==> src/sv/sfc_pkg.sv <==
// ----------------------------------------------------------------------------
// sfc_pkg: shared types and constants of the signed integer format converter
// Format and status codes, the stage payload that flows down the cell chain,
// and elaboration-time helpers.
// ----------------------------------------------------------------------------
package sfc_pkg;

    localparam int WORD_W             = 32;
    localparam int ACC_W              = 30;
    localparam int DEF_DECIMAL_DIGITS = 6;
    localparam int DEF_DIGIT_BITS     = 5;
    localparam int CFG_INDEX_W        = 2;
    localparam int CFG_DATA_W         = 2;

    localparam logic [WORD_W-1:0] WORD_MSB   = 32'h8000_0000;
    localparam logic [WORD_W-1:0] MAG_MAX    = 32'h7FFF_FFFF;
    localparam logic [WORD_W-1:0] RECIP_10   = 32'hCCCC_CCCD;
    localparam int                RECIP_SHIFT = 35;
    localparam logic [1:0]        DEC_SIGN_NEG = 2'b11;
    localparam logic [1:0]        DEC_SIGN_POS = 2'b00;

    typedef enum logic [1:0] {
        FMT_ONES = 2'd0,
        FMT_TWOS = 2'd1,
        FMT_SMAG = 2'd2,
        FMT_DEC  = 2'd3
    } fmt_t;

    typedef enum logic [1:0] {
        ST_OK    = 2'd0,
        ST_UNDEF = 2'd1,
        ST_ERR   = 2'd2
    } status_t;

    localparam logic [CFG_INDEX_W-1:0] REG_SOURCE_FORMAT = 2'd0;
    localparam logic [CFG_INDEX_W-1:0] REG_TARGET_FORMAT = 2'd1;

    // Payload of one transaction as it moves through the chain.
    typedef struct packed {
        fmt_t               src;
        fmt_t               tgt;
        logic [WORD_W-1:0]  word;
        logic               neg;
        logic [WORD_W-1:0]  mag;
        status_t            status;
        logic [ACC_W-1:0]   acc;
    } stage_t;

    // Ten to the power n, for elaboration-time limits.
    function automatic logic [WORD_W-1:0] pow10(input int n);
        logic [WORD_W-1:0] result;
        result = 32'd1;
        for (int i = 0; i < n; i++) begin
            result = result * 32'd10;
        end
        return result;
    endfunction

endpackage

==> src/sv/sfc_back.sv <==
// ----------------------------------------------------------------------------
// sfc_back: encode stage and output register
// Apply range checks, encode the target format and hold the result.
// ----------------------------------------------------------------------------
module sfc_back (
    input  logic                        clk,
    input  logic                        rst_n,
    input  logic                        up_valid,
    output logic                        up_ready,
    input  sfc_pkg::stage_t             up_stage,
    output logic                        dn_valid,
    input  logic                        dn_ready,
    output logic [sfc_pkg::WORD_W-1:0]  word_out,
    output sfc_pkg::status_t            status
);
    import sfc_pkg::*;

    logic              valid_reg;
    logic [WORD_W-1:0] word_reg;
    logic [WORD_W-1:0] word_next;
    status_t           status_reg;
    status_t           status_next;

    assign up_ready = !valid_reg || dn_ready;
    assign dn_valid = valid_reg;
    assign word_out = word_reg;
    assign status   = status_reg;

    always_comb
    begin
        word_next   = '0;
        status_next = up_stage.status;
        if (up_stage.src == up_stage.tgt)
        begin
            word_next   = up_stage.word;
            status_next = ST_OK;
        end
        else if (up_stage.status == ST_OK)
        begin
            unique case (up_stage.tgt)
                FMT_ONES:
                begin
                    if (up_stage.mag > MAG_MAX)
                        status_next = ST_UNDEF;
                    else
                        word_next = up_stage.neg ? ~up_stage.mag : up_stage.mag;
                end
                FMT_TWOS:
                begin
                    if (up_stage.mag > (up_stage.neg ? WORD_MSB : MAG_MAX))
                        status_next = ST_UNDEF;
                    else
                        word_next = up_stage.neg ? (~up_stage.mag + 32'd1) : up_stage.mag;
                end
                FMT_SMAG:
                begin
                    if (up_stage.mag > MAG_MAX)
                        status_next = ST_UNDEF;
                    else
                        word_next = {up_stage.neg, up_stage.mag[WORD_W-2:0]};
                end
                FMT_DEC:
                begin
                    word_next = {(up_stage.neg ? DEC_SIGN_NEG : DEC_SIGN_POS), up_stage.acc};
                end
                default: word_next = '0;
            endcase
        end
    end

    always_ff @(posedge clk or negedge rst_n)
    begin
        if (!rst_n)
        begin
            valid_reg <= 1'b0;
        end
        else if (up_ready)
        begin
            valid_reg <= up_valid;
        end
    end

    always_ff @(posedge clk)
    begin
        if (up_valid && up_ready)
        begin
            word_reg   <= word_next;
            status_reg <= status_next;
        end
    end

    a_same_format_passes: assert property (@(posedge clk) disable iff (!rst_n)
        up_valid && up_ready && up_stage.src == up_stage.tgt
        |=> valid_reg && status_reg == ST_OK && word_reg == $past(up_stage.word))
        else $error("equal formats did not pass the word through");

    a_undef_zero: assert property (@(posedge clk) disable iff (!rst_n)
        up_valid && up_ready && up_stage.src != up_stage.tgt &&
        up_stage.status == ST_UNDEF
        |=> valid_reg && status_reg == ST_UNDEF && word_reg == '0)
        else $error("early undefined flag lost at output");

endmodule

==> config.mk <==
export PLATFORM = sky130hd
export DESIGN_NAME = sfc_back
export DESIGN_NICKNAME = d
export VERILOG_FILES = /design/src/sv/sfc_pkg.sv /design/src/sv/sfc_back.sv
export SDC_FILE = /design/constraint.sdc
export NUM_CORES = 1
export LEC_CHECK = 0
export ABC_AREA = 1
export BUFFER_PORTS_ARGS = -buffer_cell sky130_fd_sc_hd__buf_2
export CAP_MARGIN = 10
export CORE_UTILIZATION = 25
export CTS_BUF_LIST = sky130_fd_sc_hd__clkbuf_2 sky130_fd_sc_hd__clkbuf_4 sky130_fd_sc_hd__clkbuf_8
export CTS_CLUSTER_DIAMETER = 150
export DETAILED_ROUTE_END_ITERATION = 8
export GPL_ROUTABILITY_DRIVEN = 0
export PLACE_DENSITY = 0.43
export SYNTH_ARGS = -nofsm -noshare
export SYNTH_HDL_FRONTEND = slang
export SYNTH_SLANG_ARGS = --single-unit
==> constraint.sdc <==
create_clock -name clk -period 2.86 [get_ports clk]
set_input_delay 0.143 -clock clk [delete_from_list [all_inputs] [get_ports clk]]
set_output_delay 0.143 -clock clk [all_outputs]
set_load 0.02 [all_outputs]
==> impl_metrics.json <==
{
  "primary_flip_flop_cell_chosen_by_synthesis_mapping": "sky130_fd_sc_hd__edfxtp_1",
  "synthesis.yosys.warnings": 0,
  "drt-initial-drc-count": 373,
  "dr_total_vias": 4825,
  "placedInstanceArea_um2": 5230,
  "setup_repair_after_global_routing_missed_its_margin": "no",
  "largest_net_degree_at_the_start_of_global_routing": 36,
  "cts_resized": 0,
  "globalRouteOverflowTotal": 0,
  "postSynth.asyncResetShare": 0.0286,
  "finalHoldViolCount": 0,
  "start_util": 0.258,
  "timing.rr.end": "word_out[19]",
  "worst_ep_required_time_ns": 2.89,
  "synthDominantAreaCellType": "sky130_fd_sc_hd__edfxtp_1",
  "core.rowCount": 47,
  "netlist_area_um2": 4320,
  "finalMaxSlewViolations": 0,
  "syn_nets": 807,
  "clock_tree_from_tritoncts": "done",
  "clkPwrFrac": 0.197,
  "htreeDepth": 2,
  "worst-setup-path-type": "primary input to register",
  "critPathBufInv": 3,
  "max_cap_viol_count": 0,
  "post_synthesis_cell_type_count": 35,
  "syn2layout_area_growth_pct": 23.0,
  "grt_first_pass_wirelength_um": 24800,
  "clock.fmax_mhz": 444,
  "worst-slew-pin-transition_ns": 1.02,
  "track_usage": 0.179,
  "ioPinCount": 141,
  "clockBufferDepth": 2,
  "min_period_ns": 2.25,
  "number_of_setup_buffers_added_after_cts": 0,
  "finish.cell_count_without_fillers": 1020,
  "finalInstanceArea_um2": 5320,
  "power_per_cell_area_nw_per_um2": 318,
  "clkTransAtPathRegs_ns": 0.07,
  "worstReg2RegStart": "dn_valid",
  "min_to": "dn_valid",
  "cts_buffers": 5,
  "worstPathCellList": "buf_2 -> buf_12 -> ha_1 -> nand2_1 -> nor2_1 -> nand4_1 -> nor2_1 -> nand2_1 -> nand2_1 -> nand2_1 -> buf_4 -> nand2_1 -> nand2_1 -> nand2_1 -> nand2_1",
  "syn-instance-count": 669,
  "hp-start": "up_valid",
  "crit_path_end_kind": "register",
  "clock-sinks": 35,
  "cp_data_arrival_time_ns": 2.29,
  "layout_worst_path_cycle_share": 0.787,
  "synth_top_cells_by_count": "239 x sky130_fd_sc_hd__nand2_1, 96 x sky130_fd_sc_hd__nor2_1, 51 x sky130_fd_sc_hd__a21oi_1, 46 x sky130_fd_sc_hd__inv_1, 40 x sky130_fd_sc_hd__nand3_1",
  "critical_path.most_common_cell": "sky130_fd_sc_hd__nand2_1",
  "reg2reg_setup_slack_ns": 1.52,
  "p_comb_frac": 0.434,
  "p_seq_frac": 0.369,
  "grt_antenna_before_repair": 0,
  "clock_latency_ns": 0.28,
  "drive_gt1_frac": 0.218,
  "setup-violations-final": 0,
  "worst_path_largest_cell_delay_ns": 0.37,
  "setup-tns-final_ns": 0,
  "number_of_cells_on_the_worst_reg_to_reg_path": 2,
  "ys_ff_latch": 35,
  "port-buffer-count": 140,
  "synth.most_common_cell": "sky130_fd_sc_hd__nand2_1",
  "design.final.nets": 938,
  "vdd_drop_max_uv": 193,
  "synth_edf_count": 34,
  "largest_register_ffs": 32,
  "firstDrtPassIters": 5,
  "synth_largest_type_area_fraction": 0.236,
  "place_hpwl_um": 13000,
  "core_region_area_um2": 16800,
  "ff_latch_area_um2": 1050,
  "die_width_um": 133,
  "timing.clock.skew_ns": 0.00414,
  "detail-route-antenna-nets": 0,
  "relSlewSlack": 0.321,
  "antenna_cells": 0,
  "cp.depth": 15,
  "fin_hold_ws_ns": 0.0911,
  "power.internal_mw": 1.03,
  "synthesis.area_per_instance_um2": 6.46,
  "proportion_of_total_power_due_to_net_switching": 0.389,
  "delay_heaviest_family_cp": "simple AND/OR/NAND/NOR gates",
  "die-height_um": 133,
  "multiInputGateArea_um2": 2910,
  "via_per_inst": 4.73,
  "worst_path_max_delay_cell": "sky130_fd_sc_hd__ha_1",
  "cell_types_with_the_largest_area_share_after_synthesis": "sky130_fd_sc_hd__edfxtp_1 24%, sky130_fd_sc_hd__nand2_1 21%, sky130_fd_sc_hd__ha_1 9.6%",
  "hold_path_depth": 3,
  "outcome": "complete, no violations",
  "critical_path_fanouts_max": 35,
  "first_global_vias": 4515,
  "postCtsHoldBufs": 1,
  "net-switching-power_mw": 0.657,
  "dpl.cell_count": 1012,
  "detail_route.wirelength_um": 16200,
  "clockRootBuffer": "sky130_fd_sc_hd__clkbuf_8",
  "total_leakage_power_nw": 2.73,
  "avgRoutedWirePerCell_um": 15.9,
  "seq_area_frac_synth": 0.242,
  "timing.critical_path.from_type": "primary input",
  "n_fill_cell": 1878,
  "drc": 0,
  "worst_hold_path_type": "primary input to register",
  "fp.dieArea_um2": 17800
}
-- worst max path at each step --
stage                       startpoint      endpoint  slack, ns
after floorplan               dn_valid     status[0]       0.23
after global placement    up_stage[64]  word_out[12]       0.38
after detailed placement  up_stage[64]  word_out[19]       0.39
after CTS                 up_stage[64]  word_out[19]       0.69
after global routing      up_stage[64]  word_out[12]       0.42
final                     up_stage[64]  word_out[19]       0.61
-- layout by cell type (no fill, tap or decap) --
master and n:
sky130_fd_sc_hd__xor2_1 20, sky130_fd_sc_hd__nor2_4 3, sky130_fd_sc_hd__clkinv_1 2, sky130_fd_sc_hd__nand2_2 2, sky130_fd_sc_hd__nand3b_1 2, sky130_fd_sc_hd__nor3_1 1
sky130_fd_sc_hd__nand4_1 8, sky130_fd_sc_hd__edfxtp_1 34, sky130_fd_sc_hd__dlygate4sd3_1 1, sky130_fd_sc_hd__inv_1 46, sky130_fd_sc_hd__dfrtp_1 1, sky130_fd_sc_hd__or2_4 1
sky130_fd_sc_hd__a21o_1 2, sky130_fd_sc_hd__o21ai_0 14, sky130_fd_sc_hd__o21ai_1 1, sky130_fd_sc_hd__o21bai_1 1, sky130_fd_sc_hd__nand3_2 1, sky130_fd_sc_hd__nand2_1 239
sky130_fd_sc_hd__buf_4 13, sky130_fd_sc_hd__nor2_2 3, sky130_fd_sc_hd__clkinv_2 1, sky130_fd_sc_hd__o21ai_4 2, sky130_fd_sc_hd__ha_1 33, sky130_fd_sc_hd__a221oi_1 30
sky130_fd_sc_hd__o21a_1 1, sky130_fd_sc_hd__o31ai_2 1, sky130_fd_sc_hd__clkbuf_8 5, sky130_fd_sc_hd__a21oi_1 50, sky130_fd_sc_hd__buf_12 1, sky130_fd_sc_hd__or2_1 1
sky130_fd_sc_hd__buf_2 140, sky130_fd_sc_hd__nor2_1 96, sky130_fd_sc_hd__nand3_1 40, sky130_fd_sc_hd__xnor2_1 3, sky130_fd_sc_hd__a21oi_4 1
-- tightest hold or removal path: stages --
cell,delay (ns)
sky130_fd_sc_hd__buf_2,0.07
sky130_fd_sc_hd__inv_1,0.06
sky130_fd_sc_hd__nand2_1,0.07
-- metrics by stage --
stage / power, mW / utilization / setup WS [ns]
final: 1.69 / 0.317 / 0.609
after global routing: 1.81 / 0.317 / 0.425
after CTS: 1.71 / 0.317 / 0.692
after detailed placement: 1.36 / 0.312 / 0.391
after global placement: 1.37 / 0.312 / 0.382
after floorplan: 1.09 / - / 0.233
-- power groups by stage --
stage,Combinational [mW],Sequential (mW),Clock (mW)
floorplan,0.402,0.685,0
global placement,0.738,0.636,0
detailed placement,0.724,0.636,0
CTS,0.729,0.625,0.352
global route,0.812,0.627,0.369
finish,0.734,0.624,0.333
-- cell families after synthesis --
group                      share of synthesized area
AOI/OAI and AO/OA                              0.155
and+or+nand+nor                                0.374
adders and majority gates                     0.0955
xor gates and xnor gates                      0.0466
buffers and inverters                         0.0871
DFF                                            0.242
-- metal layers --
layer | global-route usage | up-vias | share of wire
li1 | - | 2489 | -
met1 | 0.278 | 2144 | 0.51
met2 | 0.260 | 184 | 0.42
met3 | 0.0202 | 8 | 0.059
met4 | 0.0423 | 0 | 0.0090
met5 | 0 | - | 0
-- cell type report --
cell class              count  share of cell area
multi-input cells         556               0.548
flip-flops and latches     35               0.197
repair buffers            155               0.156
well taps                 220              0.0518
inverters                  47              0.0332
clock buffers               5              0.0129
clock inverters             2             0.00165
Power figures use the tool's default switching activity.
