$ cat src/sv/sfc_pkg.sv
// ----------------------------------------------------------------------------
// sfc_pkg: shared types and constants of the signed integer format converter
// Format and status codes, the stage payload that flows down the cell chain,
// and elaboration-time helpers.
// ----------------------------------------------------------------------------
package sfc_pkg;

    localparam int WORD_W             = 32;
    localparam int ACC_W              = 30;
    localparam int DEF_DECIMAL_DIGITS = 6;
    localparam int DEF_DIGIT_BITS     = 5;
    localparam int CFG_INDEX_W        = 2;
    localparam int CFG_DATA_W         = 2;

    localparam logic [WORD_W-1:0] WORD_MSB   = 32'h8000_0000;
    localparam logic [WORD_W-1:0] MAG_MAX    = 32'h7FFF_FFFF;
    localparam logic [WORD_W-1:0] RECIP_10   = 32'hCCCC_CCCD;
    localparam int                RECIP_SHIFT = 35;
    localparam logic [1:0]        DEC_SIGN_NEG = 2'b11;
    localparam logic [1:0]        DEC_SIGN_POS = 2'b00;

    typedef enum logic [1:0] {
        FMT_ONES = 2'd0,
        FMT_TWOS = 2'd1,
        FMT_SMAG = 2'd2,
        FMT_DEC  = 2'd3
    } fmt_t;

    typedef enum logic [1:0] {
        ST_OK    = 2'd0,
        ST_UNDEF = 2'd1,
        ST_ERR   = 2'd2
    } status_t;

    localparam logic [CFG_INDEX_W-1:0] REG_SOURCE_FORMAT = 2'd0;
    localparam logic [CFG_INDEX_W-1:0] REG_TARGET_FORMAT = 2'd1;

    // Payload of one transaction as it moves through the chain.
    typedef struct packed {
        fmt_t               src;
        fmt_t               tgt;
        logic [WORD_W-1:0]  word;
        logic               neg;
        logic [WORD_W-1:0]  mag;
        status_t            status;
        logic [ACC_W-1:0]   acc;
    } stage_t;

    // Ten to the power n, for elaboration-time limits.
    function automatic logic [WORD_W-1:0] pow10(input int n);
        logic [WORD_W-1:0] result;
        result = 32'd1;
        for (int i = 0; i < n; i++) begin
            result = result * 32'd10;
        end
        return result;
    endfunction

endpackage

$ cat src/sv/sfc_front.sv
// ----------------------------------------------------------------------------
// sfc_front: decode stage
// Split the source word into sign and magnitude and flag early failures.
// ----------------------------------------------------------------------------
module sfc_front #(
    parameter int DECIMAL_DIGITS = sfc_pkg::DEF_DECIMAL_DIGITS
) (
    input  logic                        clk,
    input  logic                        rst_n,
    input  logic                        up_valid,
    output logic                        up_ready,
    input  logic [sfc_pkg::WORD_W-1:0]  word_in,
    input  sfc_pkg::fmt_t               src_fmt,
    input  sfc_pkg::fmt_t               tgt_fmt,
    output logic                        dn_valid,
    input  logic                        dn_ready,
    output sfc_pkg::stage_t             dn_stage
);
    import sfc_pkg::*;

    localparam logic [WORD_W-1:0] DEC_LIMIT = pow10(DECIMAL_DIGITS);

    logic   valid_reg;
    stage_t stage_reg;
    stage_t stage_next;

    assign up_ready = !valid_reg || dn_ready;
    assign dn_valid = valid_reg;
    assign dn_stage = stage_reg;

    always_comb
    begin
        stage_next        = '0;
        stage_next.src    = src_fmt;
        stage_next.tgt    = tgt_fmt;
        stage_next.word   = word_in;
        stage_next.neg    = word_in[WORD_W-1];
        stage_next.status = ST_OK;
        unique case (src_fmt)
            FMT_ONES: stage_next.mag = word_in[WORD_W-1] ?
                                       {1'b0, ~word_in[WORD_W-2:0]} : word_in;
            FMT_TWOS: stage_next.mag = word_in[WORD_W-1] ?
                                       (~word_in + 32'd1) : word_in;
            FMT_SMAG: stage_next.mag = {1'b0, word_in[WORD_W-2:0]};
            FMT_DEC:
            begin
                // Digits are summed by the cells; only the sign field here.
                stage_next.neg = (word_in[WORD_W-1:WORD_W-2] == DEC_SIGN_NEG);
                if (word_in[WORD_W-1] ^ word_in[WORD_W-2])
                begin
                    stage_next.neg    = 1'b0;
                    stage_next.status = ST_ERR;
                end
            end
            default: stage_next.mag = '0;
        endcase
        if (tgt_fmt == FMT_DEC && src_fmt != FMT_DEC && stage_next.mag >= DEC_LIMIT)
        begin
            stage_next.status = ST_UNDEF;
        end
    end

    always_ff @(posedge clk or negedge rst_n)
    begin
        if (!rst_n)
        begin
            valid_reg <= 1'b0;
        end
        else if (up_ready)
        begin
            valid_reg <= up_valid;
        end
    end

    always_ff @(posedge clk)
    begin
        if (up_valid && up_ready)
        begin
            stage_reg <= stage_next;
        end
    end

    a_bad_sign_flagged: assert property (@(posedge clk) disable iff (!rst_n)
        up_valid && up_ready && src_fmt == FMT_DEC && tgt_fmt != FMT_DEC &&
        (word_in[WORD_W-1] ^ word_in[WORD_W-2])
        |=> dn_valid && dn_stage.status == ST_ERR)
        else $error("bad decimal sign field not flagged");

endmodule

$ cat config.mk
export PLATFORM = sky130hd
export DESIGN_NAME = sfc_front
export DESIGN_NICKNAME = d
export VERILOG_FILES = /design/src/sv/sfc_pkg.sv /design/src/sv/sfc_front.sv
export SDC_FILE = /design/constraint.sdc
export NUM_CORES = 1
export LEC_CHECK = 0
export BUFFER_PORTS_ARGS = -buffer_cell sky130_fd_sc_hd__buf_2
export CORE_MARGIN = 1
export CORE_UTILIZATION = 38
export DETAILED_ROUTE_END_ITERATION = 12
export GPL_TIMING_DRIVEN = 0
export PLACE_DENSITY = 0.65
export RECOVER_POWER = 100
export SLEW_MARGIN = 20
export SYNTH_ARGS = -nofsm -noshare
export SYNTH_HDL_FRONTEND = slang
export SYNTH_SLANG_ARGS = --single-unit
export TNS_END_PERCENT = 10
$ cat constraint.sdc
create_clock -name clk -period 2.3 [get_ports clk]
set_input_delay 0.46 -clock clk [delete_from_list [all_inputs] [get_ports clk]]
set_output_delay 0.46 -clock clk [all_outputs]
set_load 0.02 [all_outputs]
==> results.cfg, run 1 <==
[run_status]
status = complete, but fails checks
violations = negative setup slack

[place]
dp_slack_ns = -1.438
place_congestion = 0.8068
hpwl_um = 6922
dp_cells = 613
io_buffers = 112

[synth]
async_flop_share = 0.01389
yosys.area_share.simple = 0.1682
syn_avg_cell_area_um2 = 11.44
synth_xor_area_frac = 0.02944
synth_flop_cell = edfxtp_1
syn_inst = 338
synth_compound_area_frac = 0.1398
synth_top_family_by_area = simple AND/OR/NAND/NOR gates
synth-edff-count = 71
ys_seq_area_frac = 0.5577
synth_adder_area_share = 0.006470
syn-cell-area_um2 = 3867
ys_ff_latch = 72
synth_warnings = 0
synthDistinctLibCells = 54
synth_mux_area_frac = 0.009706

[power_and_ir_drop]
p_sw_frac = 0.2831
comb_power_share = 0.180
p_int_mw = 2.367
p_sw_uw = 934.6
p_per_area_nw_per_um2 = 658.4
vdd_drop_max_uv = 264.1
clkPwrFrac = 0.346
leakagePower_nw = 1.854
p_seq_frac = 0.474

[worst_setup_path]
path_max_fanout = 5
cp_data_required_time_ns = 2.40
cpMostUsedCell = or4_4
end_kind = register
slowest_delay_ns = 0.53
start_kind = input port
crit_arrival_ns = 3.14
cp_slowest_cell = or4_4
cp_cell_sequence = buf_8 -> or4_4 -> buf_6 -> or4_4 -> o41a_1 -> mux2_4 -> or3_4 -> nor4b_4 -> a41oi_1
critPathKind = input port to register

[run]
cap_violations = 0

[routing]
wl_um = 9639
initialDrtViolationCount = 86
vias_per_cell = 5.016
wire_per_inst_um = 15.25
drc_errors = 0
first_pass_iters = 4
num_vias = 3170
postRouteAntennaNets = 0

[global_routing]
grt-ovfl-total = 0
grt_max_degree = 43
grt_pass1_vias = 2851
grt_pass1_wl_um = 14430
antenna_found_initial = 0
track_usage = 0.1850

[finish]
num_antenna_cells = 0
final_layout_size_suffix_gt1_frac = 0.1984
fillers = 955
synthToLayoutAreaGrowth_pct = 29.63
num-nets-final = 536
fin_cells = 632
fin_util = 0.5106

[cts]
clk_pin_slew_ns = 0.08
clock_path_buffers = 2
cts-root-buf = clkbuf_8
h-tree-depth = 3
insertion_delay_ns = 0.36
tritoncts = built
clock_sinks = 72
numCtsBuffers = 9

[timing]
rsz0062_at_grt = yes
worst_hold_slack_ns = 0.2873
drv_slew = 0
timing.final.ws_setup_ns = -0.7355
fin_crit_sh = 1.320
hold_viol = 0
tightest_slew_ns = 0.6964
fmax_mhz = 329.4
max_slew_margin = 0.5357
setup_viol = 14
period_minus_slack_ns = 3.036
clock_skew_ns = 0.01556

[floorplan]
initial_core_util = 0.3939
core-area_um2 = 9819
die-area_um2 = 10590
rows = 36
io_pins = 143
fp.dieH_um = 102.9
die_w_um = 102.9

[hold_path]
hp-class = input port to register
-- worst paths after layout --
check	startpoint	to	slack (ns)	cells past startpoint
min in group asynchronous	rst_n	dn_valid$_DFFE_PN0N_	0.39	2
worst min register to register	dn_valid$_DFFE_PN0N_	dn_valid$_DFFE_PN0N_	0.55	2
worst max register to register	dn_valid$_DFFE_PN0N_	dn_stage[72]$_DFFE_PP_	0.16	3
max in group asynchronous	rst_n	dn_valid$_DFFE_PN0N_	1.82	2
worst max-delay path	word_in[5]	dn_stage[30]$_SDFFCE_PP1P_	-0.74	9
worst min-delay path	word_in[5]	dn_stage[70]$_DFFE_PP_	0.29	1
-- placed cells by master, fill, tap and decap left out, drive strengths merged, types with 3 or more instances in the layout --
master  netlist  layout
or2           4       4
or3           5       5
conb          1      30
nor2         22      22
o21ai        23      23
xnor2         3       3
a21o          4       4
nand2b        8       8
clkbuf       20     125
edfxtp       71      71
inv           6      10
nor4          6       6
o211ai        5       5
o31ai         8       8
a221o         3       3
o41ai         9       9
and2          4       4
mux2          3       3
a21oi         5       5
buf          32      51
or4          14      14
xor2         10      10
nor2b         9       9
o211a         4       4
nand3         7       7
nand2        21      21
-- registers in the layout (all words and copies together) (netlist names) --
name      flops
dn_stage     71
dn_valid      1
-- through the flow --
step	cell area, um2	total power [mW]	TNS (ns)
global placement	4731	2.177	-14.78
floorplan	4004	1.982	-5.082
global route	5014	3.447	-4.928
finish	5014	3.301	-2.951
CTS	5110	3.348	-2.570
detailed placement	4752	2.188	-14.57
-- power by group through the flow --
stage | Clock (mW) | Combinational, mW | Sequential, mW
after CTS | 1.17 | 0.620 | 1.56
after global routing | 1.22 | 0.650 | 1.57
after floorplan | 0 | 0.282 | 1.70
final | 1.14 | 0.596 | 1.56
after detailed placement | 0 | 0.596 | 1.59
after global placement | 0 | 0.584 | 1.59
-- cells by family after synthesis --
logic type,Yosys count
buf+inv,58
compound gates,75
xor+xnor,13
simple gates,114
flops,72
mux,3
other cells,1
fa+ha+maj,2
-- layer usage --
layer | GRT usage | part of all wire | up-vias
li1 | - | - | 1543
met1 | 0.2358 | 0.43 | 1493
met2 | 0.3133 | 0.49 | 126
met3 | 0.04814 | 0.068 | 8
met4 | 0.04767 | 0.0089 | 0
met5 | 0 | 0 | -
-- worst max-delay path, delay by kind of cell --
family | cells | cell delay [ns]
muxes | 1 | 0.31
buffers and inverters | 2 | 0.24
and+or+nand+nor | 4 | 1.57
AOI/OAI and AO/OA | 2 | 0.55
-- what timing repair did --
item                                   CTS  global route
gates resized for setup                 35            13
endpoints found under the hold margin    1             0
buffers inserted                         3             1
hold buffers                             1             0
setup endpoints to repair               14            18
pin swaps                                9             4
-- cell usage after synthesis, types with 3 or more instances --
| cell | count | area (um2) |
|---|---|---|
| nor2b_1 | 9 | 56.30 |
| edfxtp_1 | 71 | 2132 |
| nand2_1 | 21 | 78.83 |
| o21ai_0 | 23 | 115.1 |
| xor2_1 | 10 | 87.58 |
| nand2b_1 | 8 | 50.05 |
| or4_1 | 13 | 97.59 |
| clkbuf_1 | 20 | 75.07 |
| xnor2_1 | 3 | 26.28 |
| nor2_1 | 22 | 82.58 |
| a21oi_1 | 5 | 25.02 |
| o211ai_1 | 5 | 37.54 |
| buf_4 | 30 | 225.2 |
| and2_1 | 4 | 25.02 |
| a221o_1 | 3 | 30.03 |
| o41ai_1 | 9 | 78.83 |
| or3_1 | 5 | 31.28 |
| o31ai_1 | 8 | 60.06 |
| nand3_1 | 7 | 35.03 |
| or2_2 | 4 | 25.02 |
| a21o_1 | 4 | 30.03 |
| inv_1 | 6 | 22.52 |
| o211a_1 | 4 | 40.04 |
| nor4_1 | 6 | 37.54 |
-- area by class of cell --
type	count	area [um2]	area share
clock buffer	9	123.9	0.02471
buffer	50	342.8	0.06838
inverter	6	30.03	0.005990
clock inverter	7	100.1	0.01997
multi-input combinational	237	1562	0.3115
sequential	72	2157	0.4302
tap	133	166.4	0.03319
timing repair buffer	118	531.8	0.1061
(Power assumes the default switching activity.)
==> run 2, diff against run 1 <==
TNS_END_PERCENT = 30   (was 10)
==> run 2 against run 1 <==
Net effect: the flow still finishes with violations (negative setup slack); clock skew hardly changed; total power increased by 1.8%; combinational power grew 10%; die area did not move; via count increased by 2.7%; critical path depth fell by 1; critical path type unchanged.
==> results.cfg, run 2 (synthesis gave the netlist of run 1 again) <==
[run_status]
status = complete, but fails checks
violations = negative setup slack

[worst_setup_path]
critPathLaunch = word_in[9]
path_max_fanout = 4
end_kind = register
crit_arrival_ns = 3.09
critPathKind = input port to register
rr_startpoint = dn_valid$_DFFE_PN0N_
start_kind = input port
cp_data_required_time_ns = 2.41

[timing]
worst_hold_slack_ns = 0.2857
fin_crit_sh = 1.295
tns_ns = -2.130
period_minus_slack_ns = 2.979
clock_skew_ns = 0.01536
timing.final.ws_setup_ns = -0.6790
setup_viol = 13
drv_slew = 0
max_slew_margin = 0.5686
rsz0062_at_grt = yes
tightest_slew_ns = 0.6412
fmax_mhz = 335.7
hold_viol = 0

[floorplan]
io_pins = 143
initial_core_util = 0.3939
fp.dieH_um = 102.9
rows = 36
die-area_um2 = 10590
core-area_um2 = 9819
die_w_um = 102.9

[finish]
fin_cells = 644
final_cell_mix = buf_2, edfxtp_1, buf_4
design_area_um2 = 5350
final_layout_size_suffix_gt1_frac = 0.4207
layout_commonest_cell = buf_2
num_antenna_cells = 0
num-nets-final = 548
largest_reg_flops = 71
synthToLayoutAreaGrowth_pct = 38.34

[global_routing]
grt_pass1_wl_um = 14780
antenna_found_initial = 0
track_usage = 0.1892
grt_max_degree = 43
grt-ovfl-total = 0
grt_pass1_vias = 2923

[place]
place_congestion = 0.8068
place_area_um2 = 4752
hpwl_um = 6922
dp_cells = 613
io_buffers = 112

[hold_path]
hp-start = word_in[5]
hp-class = input port to register

[routing]
wire_per_inst_um = 15.51
drc_errors = 0
num_vias = 3257
first_pass_iters = 5
initialDrtViolationCount = 144
postRouteAntennaNets = 0
vias_per_cell = 5.057
wl_um = 9988

[cts]
clk_pin_slew_ns = 0.09
tritoncts = built
h-tree-depth = 3
numCtsBuffers = 9
cts-root-buf = clkbuf_8
clock_sinks = 72
clock_path_buffers = 2
insertion_delay_ns = 0.36

[power_and_ir_drop]
p_per_area_nw_per_um2 = 628.3
finalPower_mw = 3.361
leakagePower_nw = 2.247
vdd_drop_max_uv = 263.6

[run]
cap_violations = 0
## run 2: cell types whose count changed in the layout (fill, tap and decap cells not counted), moves of 3 or more
| cell | before | now |
|---|---|---|
| or4_1 | 9 | 6 |
| or4_4 | 5 | 8 |
| clkbuf_1 | 109 | 11 |
| buf_6 | 2 | 8 |
| buf_2 | 10 | 101 |
| buf_4 | 35 | 47 |
## run 2: report_power, final
part           switching (mW)  leakage (nW)  total (mW)  internal [mW]
Sequential             0.0179         0.695        1.56           1.54
Clock                   0.519         0.115        1.14          0.624
Combinational           0.408          1.44       0.657          0.249
Total                   0.945          2.25        3.36           2.42
## run 2: worst paths after layout
check | to | slack, ns | depth (start not counted)
hold reg to reg | dn_valid$_DFFE_PN0N_ | 0.56 | 2
hold / removal | dn_stage[70]$_DFFE_PP_ | 0.29 | 1
setup reg to reg | dn_stage[72]$_DFFE_PP_ | 0.74 | 3
max in group asynchronous | dn_valid$_DFFE_PN0N_ | 1.83 | 2
setup / recovery | dn_stage[30]$_SDFFCE_PP1P_ | -0.68 | 8
min in group asynchronous | dn_valid$_DFFE_PN0N_ | 0.39 | 2
## run 2: worst max-delay path, stage by stage
cell,delay (ns)
buf_8,0.10
or4_4,0.52
or4_4,0.53
o41a_1,0.44
mux2_4,0.31
or3_4,0.40
nor4b_4,0.21
a41oi_1,0.12
## run 2: routing by layer
layer,up-vias,wire (um),track usage
li1,1562,-,-
met2,145,4984,0.3221
met4,0,82,0.04767
met3,9,640,0.04814
met5,-,0,0
met1,1541,4282,0.2410
## run 2: timing repair
item,4_1_cts,5_1_grt
pin swaps,9,14
endpoints found under the setup margin,14,20
hold endpoints to repair,1,0
buffers inserted,9,11
hold buffers,1,0
gates resized for setup,39,36
## run 2: through the flow
stage	setup slack, ns	utilization
after CTS	-0.7731	0.5280
after global routing	-0.7004	0.5449
after detailed placement	-1.438	0.4839
after global placement	-1.424	0.4818
after floorplan	-1.092	-
final	-0.6790	0.5449
## run 2: cell type report
cell class                      count  area, um2
Clock inverter                      7      100.1
Multi-Input combinational cell    237       1613
Tap cell                          133      166.4
Buffer                             46      317.8
Sequential cell                    72       2157
Timing Repair Buffer              134      844.6
Clock buffer                        9      123.9
Fill cell                         903       4469
Inverter                            6      27.53
==> run 3, diff against run 2 <==
CORE_ASPECT_RATIO = 1.2   (was unset)
CORE_UTILIZATION = 40   (was 38)
clock period = 3.53 ns   (was 2.3 ns; I/O delays follow)
==> run 3 against run 2 <==
Net effect: the run ends with max-capacitance violations, max-slew violations left; worst hold slack got worse by 0.18 ns; total power is 38% lower; via count down 2.2%; combinational power down 43%; clock power is 40% lower; critical path depth up 1; count of clock-buffer cells in the layout rose by 3; sequential power shrank 35%; routed wire length down 5.2%; non-clock buffer count down 11; sequential share of layout area grew 4.0 points; global-route usage grew 0.31 points; critical endpoint unchanged; highest routed layer unchanged.
==> results.cfg, run 3 (synthesis gave the netlist of run 1 again) <==
[place]
io_buffers = 112
hpwl_um = 6948
dp_slack_ns = -0.4730
place_congestion = 0.8727

[power_and_ir_drop]
clkPwrFrac = 0.330
p_seq_frac = 0.490
p_sw_uw = 561.5
vdd_drop_max_uv = 174.1
leakagePower_nw = 1.777
finalPower_mw = 2.082
p_int_mw = 1.520
p_sw_frac = 0.2697
p_per_area_nw_per_um2 = 428.2
comb_power_share = 0.179

[timing]
fin_crit_sh = 0.9870
drv_slew = 29
max_slew_margin = -0.1916
timing.final.ws_setup_ns = 0.04600
fmax_mhz = 287.0
tightest_slew_ns = 1.786
hold_viol = 0
setup_viol = 0
worst_hold_slack_ns = 0.1054
period_minus_slack_ns = 3.484
clock_skew_ns = 0.003906

[finish]
num_antenna_cells = 0
layout_commonest_cell = clkbuf_1
num-nets-final = 537
largest_reg_flops = 71
synthToLayoutAreaGrowth_pct = 25.72
final_layout_size_suffix_gt1_frac = 0.1580
final_cell_mix = clkbuf_1, edfxtp_1, buf_4

[cts]
insertion_delay_ns = 0.36
clk_pin_slew_ns = 0.07
cts-root-buf = clkbuf_8
h-tree-depth = 3
numCtsBuffers = 9
clock_path_buffers = 2
clock_sinks = 72
tritoncts = built

[routing]
num_vias = 3184
postRouteAntennaNets = 0
vias_per_cell = 5.135
first_pass_iters = 5
wire_per_inst_um = 15.27
initialDrtViolationCount = 179
wl_um = 9465
drc_errors = 0

[floorplan]
fp.dieH_um = 109.7
die-area_um2 = 10070
io_pins = 143
die_w_um = 91.76
core-area_um2 = 9224
initial_core_util = 0.4193
rows = 38

[global_routing]
met1_usage = 0.2292
antenna_found_initial = 0
top_usage_layer = met2
grt_pass1_wl_um = 14770
grt_pass1_vias = 3019
grt-ovfl-total = 0
track_usage = 0.1923
grt_max_degree = 45
use_met3 = 0.05463
use_met2 = 0.3362

[worst_setup_path]
critPathKind = input port to register
start_kind = input port
path_max_fanout = 8
ff2ff_path_depth = 3
crit_arrival_ns = 3.58
r2r_setup_slack_ns = 0.53
cp_data_required_time_ns = 3.62
timing.rr.end = dn_stage[95]$_DFFE_PP_
end_kind = register
rr_startpoint = dn_valid$_DFFE_PN0N_

[hold_path]
hp-class = input port to async pin

[run_status]
violations = max-capacitance violations, max-slew violations
status = complete, but fails checks

[run]
cap_violations = 1
[run 3: changes by cell type in the layout (fill, tap and decap cells not counted), moves of 3 or more]
cell,delta
or4_4,-6
buf_2,-91
clkbuf_1,+111
and2_0,+3
buf_4,-10
buf_8,-5
buf_6,-8
inv_6,-4
or4_1,+6
[run 3: layout make-up]
type / count / area [um2]
Multi-Input combinational cell: 237 / 1528
Timing Repair Buffer: 119 / 485.5
Fill cell: 891 / 4362
Tap cell: 120 / 150.1
Sequential cell: 72 / 2157
Buffer: 50 / 315.3
Clock buffer: 12 / 135.1
Inverter: 6 / 22.52
Clock inverter: 4 / 68.82
[run 3: stage by stage]
| step | instance area [um2] | std cells | TNS, ns | util |
|---|---|---|---|---|
| after floorplan | 3990 | 367 | -0.1076 | - |
| after global placement | 4701 | 599 | -7.167 | 0.5096 |
| after detailed placement | 4723 | 600 | -0.6940 | 0.5121 |
| after CTS | 4954 | 616 | 0 | 0.5370 |
| after global routing | 4862 | 620 | -0.002724 | 0.5271 |
| final | 4862 | 620 | 0 | 0.5271 |
[run 3: worst max-delay path by stage]
stage | start | end | cells past startpoint | slack, ns
finish | word_in[6] | dn_stage[30]$_SDFFCE_PP1P_ | 9 | 0.05
CTS | word_in[6] | dn_stage[30]$_SDFFCE_PP1P_ | 10 | 0.007
global placement | word_in[0] | dn_stage[30]$_SDFFCE_PP1P_ | 12 | -0.48
detailed placement | word_in[0] | dn_stage[30]$_SDFFCE_PP1P_ | 12 | -0.47
global route | word_in[6] | dn_stage[30]$_SDFFCE_PP1P_ | 9 | -0.003
floorplan | word_in[6] | dn_stage[30]$_SDFFCE_PP1P_ | 9 | -0.11
[run 3: metal layers]
layer | vias up | routed length, um
met2 | 168 | 4721
met4 | 0 | 141
met3 | 13 | 847
met5 | - | 0
met1 | 1466 | 3754
li1 | 1537 | -
[run 3: power by group through the flow]
stage,Combinational (mW),Clock [mW],Sequential (mW)
detailed placement,0.386,0,1.04
CTS,0.391,0.702,1.02
floorplan,0.183,0,1.11
finish,0.373,0.688,1.02
global placement,0.378,0,1.04
global route,0.407,0.734,1.03
[run 3: worst max-delay path: stages]
cell and delay (ns):
buf_2 0.15, or4_1 0.53, buf_4 0.17, or4_4 0.54, o41a_1 0.35, mux2_4 0.31
or3_4 0.41, nor4b_4 0.28, a41oi_2 0.14
[run 3: repair_timing]
item | in CTS | in global routing
hold buffers | 0 | 0
pin swaps | 2 | 3
resized for setup | 6 | 4
buffers inserted | 0 | 6
endpoints found under the setup margin | 1 | 1
